$ cat src/hdl/acir_pkg.sv
// Shared types and constants for the air-conditioner infrared frame encoder.
package acir_pkg;

  // Request operation codes
  typedef enum logic {
    OP_LOAD = 1'b0,
    OP_NEXT = 1'b1
  } op_t;

  // Timing register indexes on the configuration port
  typedef enum logic [2:0] {
    REG_HEADER_MARK  = 3'd0,
    REG_HEADER_SPACE = 3'd1,
    REG_BIT_MARK     = 3'd2,
    REG_ONE_SPACE    = 3'd3,
    REG_ZERO_SPACE   = 3'd4,
    REG_GAP_SPACE    = 3'd5
  } reg_idx_t;

  localparam int unsigned CFG_INDEX_W = 3;
  localparam int unsigned DUR_W       = 16;
  localparam int unsigned POS_W       = 8;
  localparam int unsigned FRAME_W     = 64;

  typedef struct packed {
    logic [DUR_W-1:0] header_mark_us;
    logic [DUR_W-1:0] header_space_us;
    logic [DUR_W-1:0] bit_mark_us;
    logic [DUR_W-1:0] one_space_us;
    logic [DUR_W-1:0] zero_space_us;
    logic [DUR_W-1:0] gap_space_us;
  } cfg_t;

  // Timing reset values in microseconds
  localparam logic [DUR_W-1:0] RST_HEADER_MARK  = 16'd9000;
  localparam logic [DUR_W-1:0] RST_HEADER_SPACE = 16'd4500;
  localparam logic [DUR_W-1:0] RST_BIT_MARK     = 16'd620;
  localparam logic [DUR_W-1:0] RST_ONE_SPACE    = 16'd1600;
  localparam logic [DUR_W-1:0] RST_ZERO_SPACE   = 16'd540;
  localparam logic [DUR_W-1:0] RST_GAP_SPACE    = 16'd19980;

  // Frame content
  localparam logic [2:0] MODE_MAX   = 3'd4;
  localparam logic [7:0] TEMP_MIN   = 8'd16;
  localparam logic [7:0] TEMP_MAX   = 8'd30;
  localparam logic [7:0] BYTE2      = 8'h20;
  localparam logic [7:0] BYTE3      = 8'h50;
  localparam logic [7:0] BYTE4      = 8'h00;
  localparam logic [7:0] BYTE5      = 8'h20;
  localparam logic [7:0] BYTE6      = 8'h00;
  localparam logic [3:0] CHECK_BASE = 4'd10;
  localparam logic [2:0] FOOTER     = 3'b010;

  // Pulse positions within a frame
  localparam logic [POS_W-1:0] POS_HEADER_SPACE = 8'd1;
  localparam logic [POS_W-1:0] POS_LOW_START    = 8'd2;
  localparam logic [POS_W-1:0] POS_FOOTER_START = 8'd66;
  localparam logic [POS_W-1:0] POS_FOOTER_END   = 8'd72;
  localparam logic [POS_W-1:0] POS_MID_GAP      = 8'd73;
  localparam logic [POS_W-1:0] POS_HIGH_START   = 8'd74;
  localparam logic [POS_W-1:0] POS_TAIL         = 8'd138;
  localparam logic [POS_W-1:0] POS_LAST         = 8'd139;

endpackage

$ cat src/hdl/acir_cfg_regs.sv
// Timing register file written through the configuration port.
module acir_cfg_regs (
  input  logic                            clk,
  input  logic                            rst,
  input  logic                            cfg_write,
  input  logic [acir_pkg::CFG_INDEX_W-1:0] cfg_index,
  input  logic [acir_pkg::DUR_W-1:0]       cfg_data,
  output acir_pkg::cfg_t                  cfg
);

  always_ff @(posedge clk) begin
    if (rst) begin
      cfg.header_mark_us  <= acir_pkg::RST_HEADER_MARK;
      cfg.header_space_us <= acir_pkg::RST_HEADER_SPACE;
      cfg.bit_mark_us     <= acir_pkg::RST_BIT_MARK;
      cfg.one_space_us    <= acir_pkg::RST_ONE_SPACE;
      cfg.zero_space_us   <= acir_pkg::RST_ZERO_SPACE;
      cfg.gap_space_us    <= acir_pkg::RST_GAP_SPACE;
    end else if (cfg_write) begin
      case (cfg_index)
        acir_pkg::REG_HEADER_MARK:  cfg.header_mark_us  <= cfg_data;
        acir_pkg::REG_HEADER_SPACE: cfg.header_space_us <= cfg_data;
        acir_pkg::REG_BIT_MARK:     cfg.bit_mark_us     <= cfg_data;
        acir_pkg::REG_ONE_SPACE:    cfg.one_space_us    <= cfg_data;
        acir_pkg::REG_ZERO_SPACE:   cfg.zero_space_us   <= cfg_data;
        acir_pkg::REG_GAP_SPACE:    cfg.gap_space_us    <= cfg_data;
        default: ;  // unmapped index, ignored
      endcase
    end
  end

endmodule

$ cat src/hdl/acir_frame_pack.sv
// Packs unit settings into the 64-bit frame with its nibble checksum.
module acir_frame_pack (
  input  logic                          power_on,
  input  logic [2:0]                    mode_code,
  input  logic [1:0]                    fan_code,
  input  logic                          swing_on,
  input  logic [7:0]                    temp_celsius,
  output logic [acir_pkg::FRAME_W-1:0]  frame
);

  logic [2:0] mode_eff;
  logic [7:0] temp_clamped;
  logic [7:0] byte0;
  logic [7:0] byte1;
  logic [3:0] checksum;

  assign mode_eff = (mode_code > acir_pkg::MODE_MAX) ? 3'd0 : mode_code;

  always_comb begin
    if (temp_celsius < acir_pkg::TEMP_MIN) begin
      temp_clamped = acir_pkg::TEMP_MIN;
    end else if (temp_celsius > acir_pkg::TEMP_MAX) begin
      temp_clamped = acir_pkg::TEMP_MAX;
    end else begin
      temp_clamped = temp_celsius;
    end
  end

  assign byte0 = {1'b0, swing_on, fan_code, power_on, mode_eff};
  assign byte1 = temp_clamped - acir_pkg::TEMP_MIN;

  // 4-bit sum wraps mod 16
  assign checksum = acir_pkg::CHECK_BASE + byte0[3:0] + byte1[3:0]
                  + acir_pkg::BYTE2[3:0] + acir_pkg::BYTE3[3:0]
                  + acir_pkg::BYTE4[7:4] + acir_pkg::BYTE5[7:4]
                  + acir_pkg::BYTE6[7:4];

  assign frame = {checksum, 4'h0, acir_pkg::BYTE6, acir_pkg::BYTE5, acir_pkg::BYTE4,
                  acir_pkg::BYTE3, acir_pkg::BYTE2, byte1, byte0};

endmodule

$ cat src/hdl/acir_pulse_select.sv
// Picks the duration of one pulse from its frame position.
module acir_pulse_select (
  input  acir_pkg::cfg_t                cfg,
  input  logic [acir_pkg::FRAME_W-1:0]  frame,
  input  logic [acir_pkg::POS_W-1:0]    pos,
  output logic [acir_pkg::DUR_W-1:0]    duration
);

  logic [acir_pkg::POS_W-1:0] off_low;
  logic [acir_pkg::POS_W-1:0] off_footer;
  logic [acir_pkg::POS_W-1:0] off_high;
  logic [acir_pkg::DUR_W-1:0] space_low;
  logic [acir_pkg::DUR_W-1:0] space_footer;
  logic [acir_pkg::DUR_W-1:0] space_high;

  assign off_low    = pos - acir_pkg::POS_LOW_START;
  assign off_footer = pos - acir_pkg::POS_FOOTER_START;
  assign off_high   = pos - acir_pkg::POS_HIGH_START;

  // low half is bytes 0..3, high half bytes 4..7
  assign space_low    = frame[{1'b0, off_low[5:1]}] ? cfg.one_space_us : cfg.zero_space_us;
  assign space_footer = acir_pkg::FOOTER[off_footer[2:1]] ?
                        cfg.one_space_us : cfg.zero_space_us;
  assign space_high   = frame[{1'b1, off_high[5:1]}] ?
                        cfg.one_space_us : cfg.zero_space_us;

  always_comb begin
    if (pos == '0) begin
      duration = cfg.header_mark_us;
    end else if (pos == acir_pkg::POS_HEADER_SPACE) begin
      duration = cfg.header_space_us;
    end else if (!pos[0]) begin
      duration = cfg.bit_mark_us;
    end else if (pos < acir_pkg::POS_FOOTER_START) begin
      duration = space_low;
    end else if (pos < acir_pkg::POS_FOOTER_END) begin
      duration = space_footer;
    end else if (pos == acir_pkg::POS_MID_GAP) begin
      duration = cfg.gap_space_us;
    end else if (pos < acir_pkg::POS_TAIL) begin
      duration = space_high;
    end else begin
      duration = cfg.gap_space_us;
    end
  end

endmodule

$ cat src/hdl/ac_ir_frame_encoder_unit.sv
// Top level of the air-conditioner infrared frame encoder.
//
//  channel  | handshake                  | payload
//  ---------+----------------------------+----------------------------------------------
//  item     | item_valid / item_stall    | operation, power_on, mode_code, fan_code,
//           |                            | swing_on, temp_celsius
//  pulse    | pulse_valid / pulse_stall  | duration_us, is_mark, last_pulse
//  config   | cfg_write                  | cfg_index, cfg_data
//
// One request per cycle sustained while the pulse output is not stalled. A request sits
// in the input register; from there a load packs the frame into the frame state, and a
// next runs pulse selection in one pass into the result register.
// Synchronous rst clears handshake state and frame state and resets the timing registers to their defaults.
// A stalled result holds the input register; a load (no result) or a next with no
// frame armed never needs the output stage, but still waits behind a stalled result.
module ac_ir_frame_encoder_unit (
  input  logic                             clk,
  input  logic                             rst,
  // request channel
  input  logic                             item_valid,
  output logic                             item_stall,
  input  logic                             operation,
  input  logic                             power_on,
  input  logic [2:0]                       mode_code,
  input  logic [1:0]                       fan_code,
  input  logic                             swing_on,
  input  logic [7:0]                       temp_celsius,
  // pulse channel
  output logic                             pulse_valid,
  input  logic                             pulse_stall,
  output logic [acir_pkg::DUR_W-1:0]       duration_us,
  output logic                             is_mark,
  output logic                             last_pulse,
  // configuration port
  input  logic                             cfg_write,
  input  logic [acir_pkg::CFG_INDEX_W-1:0] cfg_index,
  input  logic [acir_pkg::DUR_W-1:0]       cfg_data
);

  acir_pkg::cfg_t cfg;

  // Input register
  logic        req_valid;
  logic        req_op;
  logic        req_power;
  logic [2:0]  req_mode;
  logic [1:0]  req_fan;
  logic        req_swing;
  logic [7:0]  req_temp;

  // Frame state
  logic [acir_pkg::FRAME_W-1:0] frame_bits;
  logic [acir_pkg::POS_W-1:0]   pulse_position;
  logic                         frame_active;

  logic [acir_pkg::FRAME_W-1:0] packed_frame;
  logic [acir_pkg::DUR_W-1:0]   sel_duration;
  logic                         req_go;
  logic                         do_load;
  logic                         do_pulse;
  logic                         at_last;

  acir_cfg_regs u_cfg (
    .clk       (clk),
    .rst       (rst),
    .cfg_write (cfg_write),
    .cfg_index (cfg_index),
    .cfg_data  (cfg_data),
    .cfg       (cfg)
  );

  acir_frame_pack u_pack (
    .power_on     (req_power),
    .mode_code    (req_mode),
    .fan_code     (req_fan),
    .swing_on     (req_swing),
    .temp_celsius (req_temp),
    .frame        (packed_frame)
  );

  acir_pulse_select u_sel (
    .cfg      (cfg),
    .frame    (frame_bits),
    .pos      (pulse_position),
    .duration (sel_duration)
  );

  // Held request moves on when the result register is free or being emptied
  assign req_go     = req_valid && (!pulse_valid || !pulse_stall);
  assign item_stall = req_valid && !req_go;
  assign do_load    = req_go && (req_op == acir_pkg::OP_LOAD);
  assign do_pulse   = req_go && (req_op == acir_pkg::OP_NEXT) && frame_active;
  assign at_last    = (pulse_position == acir_pkg::POS_LAST);

  always_ff @(posedge clk) begin
    if (rst) begin
      req_valid <= 1'b0;
    end else if (item_valid && !item_stall) begin
      req_valid <= 1'b1;
    end else if (req_go) begin
      req_valid <= 1'b0;
    end
  end

  always_ff @(posedge clk) begin
    if (item_valid && !item_stall) begin
      req_op    <= operation;
      req_power <= power_on;
      req_mode  <= mode_code;
      req_fan   <= fan_code;
      req_swing <= swing_on;
      req_temp  <= temp_celsius;
    end
  end

  // Frame state: a load restarts the frame, the last pulse disarms it
  always_ff @(posedge clk) begin
    if (rst) begin
      frame_bits     <= '0;
      pulse_position <= '0;
      frame_active   <= 1'b0;
    end else if (do_load) begin
      frame_bits     <= packed_frame;
      pulse_position <= '0;
      frame_active   <= 1'b1;
    end else if (do_pulse) begin
      if (at_last) begin
        pulse_position <= '0;
        frame_active   <= 1'b0;
      end else begin
        pulse_position <= pulse_position + 1'b1;
      end
    end
  end

  // Result register
  always_ff @(posedge clk) begin
    if (rst) begin
      pulse_valid <= 1'b0;
    end else if (do_pulse) begin
      pulse_valid <= 1'b1;
    end else if (!pulse_stall) begin
      pulse_valid <= 1'b0;
    end
  end

  always_ff @(posedge clk) begin
    if (do_pulse) begin
      duration_us <= sel_duration;
      is_mark     <= !pulse_position[0];
      last_pulse  <= at_last;
    end
  end

  // Checks
  a_pos_range: assert property (@(posedge clk) disable iff (rst)
    pulse_position <= acir_pkg::POS_LAST)
    else $error("pulse position past end of frame");

  a_idle_pos: assert property (@(posedge clk) disable iff (rst)
    !frame_active |-> pulse_position == '0)
    else $error("position not cleared while idle");

  a_load_arms: assert property (@(posedge clk) disable iff (rst)
    do_load |=> frame_active && pulse_position == '0)
    else $error("load did not arm frame");

  a_last_disarms: assert property (@(posedge clk) disable iff (rst)
    do_pulse && at_last |=> !frame_active && pulse_valid && last_pulse)
    else $error("last pulse did not close frame");

  a_last_is_space: assert property (@(posedge clk) disable iff (rst)
    pulse_valid && last_pulse |-> !is_mark)
    else $error("final pulse flagged as mark");

endmodule
$ cat config.mk
export PLATFORM = sky130hd
export DESIGN_NAME = ac_ir_frame_encoder_unit
export DESIGN_NICKNAME = d
export VERILOG_FILES = /design/src/hdl/acir_pkg.sv /design/src/hdl/acir_cfg_regs.sv /design/src/hdl/acir_frame_pack.sv /design/src/hdl/acir_pulse_select.sv /design/src/hdl/ac_ir_frame_encoder_unit.sv
export SDC_FILE = /design/constraint.sdc
export NUM_CORES = 1
export LEC_CHECK = 0
export ABC_AREA = 1
export BUFFER_PORTS_ARGS = -buffer_cell sky130_fd_sc_hd__buf_2
export CAP_MARGIN = 25
export CORE_MARGIN = 3
export CORE_UTILIZATION = 57
export DETAILED_ROUTE_END_ITERATION = 8
export HOLD_SLACK_MARGIN = 0.08
export PLACE_DENSITY = 0.89
export SLEW_MARGIN = 20
export SYNTH_ARGS = -nofsm -noshare
export SYNTH_HDL_FRONTEND = slang
export SYNTH_HIERARCHICAL = 1
export SYNTH_SLANG_ARGS = --single-unit
$ cat constraint.sdc
create_clock -name clk -period 2.6 [get_ports clk]
set_input_delay 0.78 -clock clk [delete_from_list [all_inputs] [get_ports clk]]
set_output_delay 0.78 -clock clk [all_outputs]
set_load 0.05 [all_outputs]
**Word-level counts from Yosys, hierarchy flattened**

Cells that the tools add are included.

- Shifts and indexed selects: 0
- Muxes and demuxes: 27
- $lt $le $gt $ge: 9
- Reduce and logical (&&, ||, !) cells: 25
- Multipliers: 0
- Bitwise logic cells: 1
- Equal/unequal tests: 9
- Div/mod/pow operators: 0
- Add/sub/neg operators: 8

Operators with widths:

| operator | number |
|---|---|
| $mux W16 | 10 |
| $mux W8 | 3 |
| $lt A8 B7 Y1 const B | 2 |
| $reduce_and A2 Y1 | 7 |
| $bmux W1 S5 | 2 |
| $mux W1 | 10 |
| $add A8 B1 Y8 const B | 1 |
| $eq A8 B1 Y1 const B | 1 |
| $eq A8 B7 Y1 const B | 1 |
| $eq A8 B8 Y1 const B | 1 |
| $gt A8 B5 Y1 const B | 1 |
| $logic_not A8 Y1 | 1 |
| $lt A8 B5 Y1 const B | 1 |
| $lt A8 B8 Y1 const B | 1 |
| $sub A8 B5 Y8 const B | 1 |
| $lt A5 B7 Y1 const B | 1 |
| $lt A6 B7 Y1 const B | 1 |
| $eq A3 B2 Y1 const B | 2 |
| $eq A3 B3 Y1 const B | 2 |
| $logic_and A1 B1 Y1 | 6 |
| $reduce_bool A2 Y1 | 3 |
| $sub A6 B2 Y6 const B | 1 |
| $sub A6 B4 Y6 const B | 1 |
| $logic_not A1 Y1 | 5 |
| other kinds (14) | 14 |

- Bits in writable memories: 0
- Bits in latches: 0
- Input bits: 40
- Output and inout port bits: 20
- Flip-flop bits (word level): 164
- Memory bits (read-only): 0
- Memories kept: 0
- Logic and storage cells: 99

**Depth between registers and ports, before layout**

- Word-level depth: 11
- Gate-level depth with buffers: 20
- Mapped depth without buffers: 17

**Hierarchy**

The synthesis kept the hierarchy.

Modules (own cells, without submodules):

| module | seq. area each (sq um) | cells each | area each (sq um) | times used |
|---|---|---|---|---|
| ac_ir_frame_encoder_unit | 2522.4 | 400 | 4010.1 | 1 |
| acir_cfg_regs | 1921.8 | 526 | 3739.8 | 1 |
| acir_pulse_select | 0.0 | 627 | 2882.8 | 1 |
| acir_frame_pack | 0.0 | 99 | 634.4 | 1 |

**Worst setup path before layout**

Ideal clock, no wire load.

- Path kind: register to register
- Start: register pulse_position[1] (netlist name)
- End: register duration_us[10] (netlist name) (data pin)
- Arrival: 2.276 ns
- Path buffers: 5
- Setup slack: 0.072 ns
- Stages on the path, launching flop included: 20
- Clock period less this slack: 2.528 ns
- Cell sequence: dfxtp_1 buf_6 inv_4 buf_6 ha_1 buf_4 inv_2 buf_4 nand3_1 nand3_1 nand3_2 nand3_4 buf_2 nand3_1 nand3_1 nand2_1 inv_1 nand2_1 nand2_1 nand2_1

- Longest elaborated chain between the ends: 11
- Elaborated cells between the ends (all ways): 25
- Those cells by class: add/sub (3); order compare (3); eq/ne (2); mux (16); reduce/logical (1)

Ends and longest elaborated chain:

| what | RTL line | source |
|---|---|---|
| start, declared | ac_ir_frame_encoder_unit.sv:53 | `logic [acir_pkg::POS_W-1:0] pulse_position;` |
| start signal, assigned | ac_ir_frame_encoder_unit.sv:131 | `pulse_position <= pulse_position + 1'b1;` |
| $sub A6 B4 Y6 | acir_pulse_select.sv:18 | `assign off_high = pos - acir_pkg::POS_HIGH_START;` |
| $bmux W1 S5 | acir_pulse_select.sv:24 | `assign space_high = frame[{1'b1, off_high[5:1]}] ?` |
| $mux W1 (implied by the code) | acir_pulse_select.sv:24 |  |
| $mux W16 | acir_pulse_select.sv:24 |  |
| $mux W16 | acir_pulse_select.sv:40 | `end else if (pos < acir_pkg::POS_TAIL) begin` |
| $mux W16 | acir_pulse_select.sv:38 | `end else if (pos == acir_pkg::POS_MID_GAP) begin` |
| $mux W16 | acir_pulse_select.sv:36 | `end else if (pos < acir_pkg::POS_FOOTER_END) begin` |
| $mux W16 | acir_pulse_select.sv:34 | `end else if (pos < acir_pkg::POS_FOOTER_START) begin` |
| $mux W16 | acir_pulse_select.sv:32 | `end else if (!pos[0]) begin` |
| $mux W16 | acir_pulse_select.sv:30 | `end else if (pos == acir_pkg::POS_HEADER_SPACE) begin` |
| $mux W16 * | acir_pulse_select.sv:28 | `if (pos == '0) begin` |
| net sel_duration (one bit) | ac_ir_frame_encoder_unit.sv:57 | `logic [acir_pkg::DUR_W-1:0] sel_duration;` |
| end signal, assigned | ac_ir_frame_encoder_unit.sv:149 | `duration_us <= sel_duration;` |
| end, declared | ac_ir_frame_encoder_unit.sv:31 | `output logic [acir_pkg::DUR_W-1:0] duration_us,` |

Mark *: on every way through the listed nets, which the timed path passes. The rest lies on a longest branch. The select of a mux whose other input is x is not followed.
A chain may end at the register's enable or synchronous reset.

**Worst setup path in the final report**

- Start: register pulse_position[1] (netlist name)
- End: register duration_us[13] (netlist name) (data pin)

The elaborated chain is that of the path after synthesis.

==> impl_results.md <==
- Status: complete, no violations
- Endpoints failing setup: 0
- Initial antenna violation count: 0
- Most common cell after layout, fill and taps aside: nand2_1
- CTS HTree Levels: 1
- Worst skew pair latency: 0.50 ns
- Crit path launch type: flip-flop
- Worst Slack Setup Final: 0.105 ns
- Max-slew violation count: 0
- Starting Density: 59.0%
- Area growth syn-to-layout: 9.63%
- Count of different cell masters after synthesis: 38
- Cell Area, Placed: 0.0115 mm²
- Chip width: 147 µm
- Final GP Congestion: 0.890
- Async set or reset register ratio after synthesis: 0%
- Clk slew on worst S/H paths: 0.06 ns
- Post-layout util: 64.7%
- Hpwl dp: 18600 µm
- IO buf count: 59
- Maximum VDD drop: 0.000648 V
- Chip height: 147 µm
- Clk buf depth: 3
- Hold Path Stages: 2
- DRT antenna net count: 0
- Average size of a mapped cell: 6.82 µm²
- Detailed-route DRC error count: 0
- Setup Crit Path Kind: reg -> reg
- Drt wl/cell: 15.2 µm
- # rows: 50
- Leakage power: 5.69 nW
- Sequential fraction of the synthesis area: 39.4%
- CP required: 2.86 ns
- Drt initial violations: 1514
- TritonRoute pass-1 iters: 6
- CORE AREA: 0.0191 mm²
- Final wirelength: 29700 µm
- Cell Pwr Density: 600 mW/mm²
- Max-cap violation count: 0
- Max Fclk: 0.401 GHz
- Largest net degree at the start of global routing: 97
- Die Area: 0.0215 mm²
- CTS Buf Count: 23
- Worst setup EP type: flip-flop
- Diode count: 0
- Hold Violations, Final: 0
- Synth Flop Type: dfxtp_1
- Mapped Area: 0.0113 mm²
- Relative slew slack: 52.8%
- Finished Cell Area: 0.0124 mm²
- Min-Delay Path Class: reg -> reg
- Skew final: 0.00746 ns
- Critical path fanouts, max: 16
- Tcrit/Tclk final: 96.0%
- Share of cells above drive strength 1: 11.4%
- GRT overflow: 0
- Synth Instances: 1652
- Final Critical Period: 2.49 ns
- Final std cells w/o fill: 1960
- CTS Root Cell: clkbuf_16
- Clock Sinks: 205
- Vias in the first global route: 10100
- Arrival @ worst endpoint: 2.75 ns
- Most frequent cells in the layout: 407 x nand2_1, 259 x nand3_1, 198 x inv_1, 184 x nor2_1, 170 x dfxtp_1
- Synth warn: 6
- Placed instance count: 1913
- Post-Place Setup Slack: 0.0696 ns
- Tot Pwr: 7.41 mW
- CTS tree: done
- IO Count: 60
- R2R cell count: 16
- First-pass GRT wire length: 48400 µm
- Number of enable flip-flop cells after synthesis: 34
- Synth Register Bits: 205
- GRT Total Usage: 26.8%
- Worst slew pin tran: 0.708 ns
- DR vias/cell: 5.46
- Layout Nets: 1733
- Via count: 10700
layer usage:
metal	GRT usage [%]	share of wire [%]	wire (µm)
met2	43.8	46	13600
met3	5.62	11	3190
met4	11.2	4.0	1200
met5	0	0	0
met1	34.5	39	11700
Yosys cell counts, drive strengths merged, types with 2 or more instances:
cell type | count | area, µm²
a31oi | 2 | 18.8
nand2 | 416 | 1600
conb | 2 | 7.51
ha | 8 | 100
nand3b | 5 | 75.1
inv | 211 | 795
nor3 | 4 | 25.0
dfxtp | 171 | 3420
o21ai | 100 | 538
nand4 | 3 | 18.8
edfxtp | 34 | 1020
a21oi | 88 | 440
xor2 | 3 | 41.3
nor2 | 199 | 827
nand3 | 264 | 1360
buf | 118 | 866
clkbuf | 21 | 78.8
state kept, by name, summed over array words and instances, names as in the netlist:
name	flops
duration_us	16
frame_active	1
frame_bits	64
is_mark	1
last_pulse	1
pulse_position	8
pulse_valid	1
req_fan	2
req_mode	3
req_op	1
req_power	1
req_swing	1
req_temp	8
req_valid	1
u_cfg/cfg	96
cell families after synthesis:
logic type	after synthesis	synth area share, %
AO/OA/AOI/OAI	191	8.92
AND/OR/NAND/NOR	891	34.7
flip-flops	205	39.4
adder cells (fa/ha/maj)	9	1.07
other	2	0.0667
buffers and inverters	351	15.5
XOR/XNOR	3	0.366
what timing repair did:
item | in CTS | in global routing
gates resized for setup | 1 | 4
hold buffers | 0 | 0
pin swaps | 0 | 1
endpoints found under the setup margin | 1 | 16
buffers inserted | 0 | 6
critical path: stages, from the launching register on:
cell and delay, ns:
dfxtp_1 0.42, inv_4 0.04, ha_1 0.25, nand2_1 0.13
nand2_4 0.11, inv_2 0.15, nand3_1 0.11, nand3_2 0.11
nand3_4 0.18, nand2_8 0.22, nand2_1 0.07, nand3_1 0.07
nand2_1 0.06, inv_1 0.09, nand2_1 0.06, nand2_1 0.08
nand2_1 0.07
layout make-up:
class	count	area, µm²
Timing Repair Buffer	99	746
Inverter	212	801
Fill cell	1575	6730
Sequential cell	205	4450
Clock inverter	8	100
Clock buffer	33	653
Multi-Input combinational cell	1143	5280
Tap cell	260	325
power breakdown:
part	total, mW	internal (mW)	switching, mW
clock network	3.24	1.95	1.29
registers	3.43	3.36	0.0722
logic	0.738	0.257	0.481
total	7.41	5.56	1.85
final timing paths:
path                                        end              start  slack, ns
worst max-delay path            duration_us[13]  pulse_position[1]       0.11
worst min-delay path             frame_bits[31]     frame_bits[31]       0.44
worst max register to register  duration_us[13]  pulse_position[1]       0.11
worst min register to register   frame_bits[31]     frame_bits[31]       0.44
stage by stage:
step / hold slack, ns / setup TNS, ns
5_1_grt: 0.438 / -0.0305
2_1_floorplan: 0.421 / 0
3_3_place_gp: 0.430 / 0
6_report: 0.443 / 0
4_1_cts: 0.437 / 0
3_5_place_dp: 0.435 / 0
(Power assumes the default switching activity.)
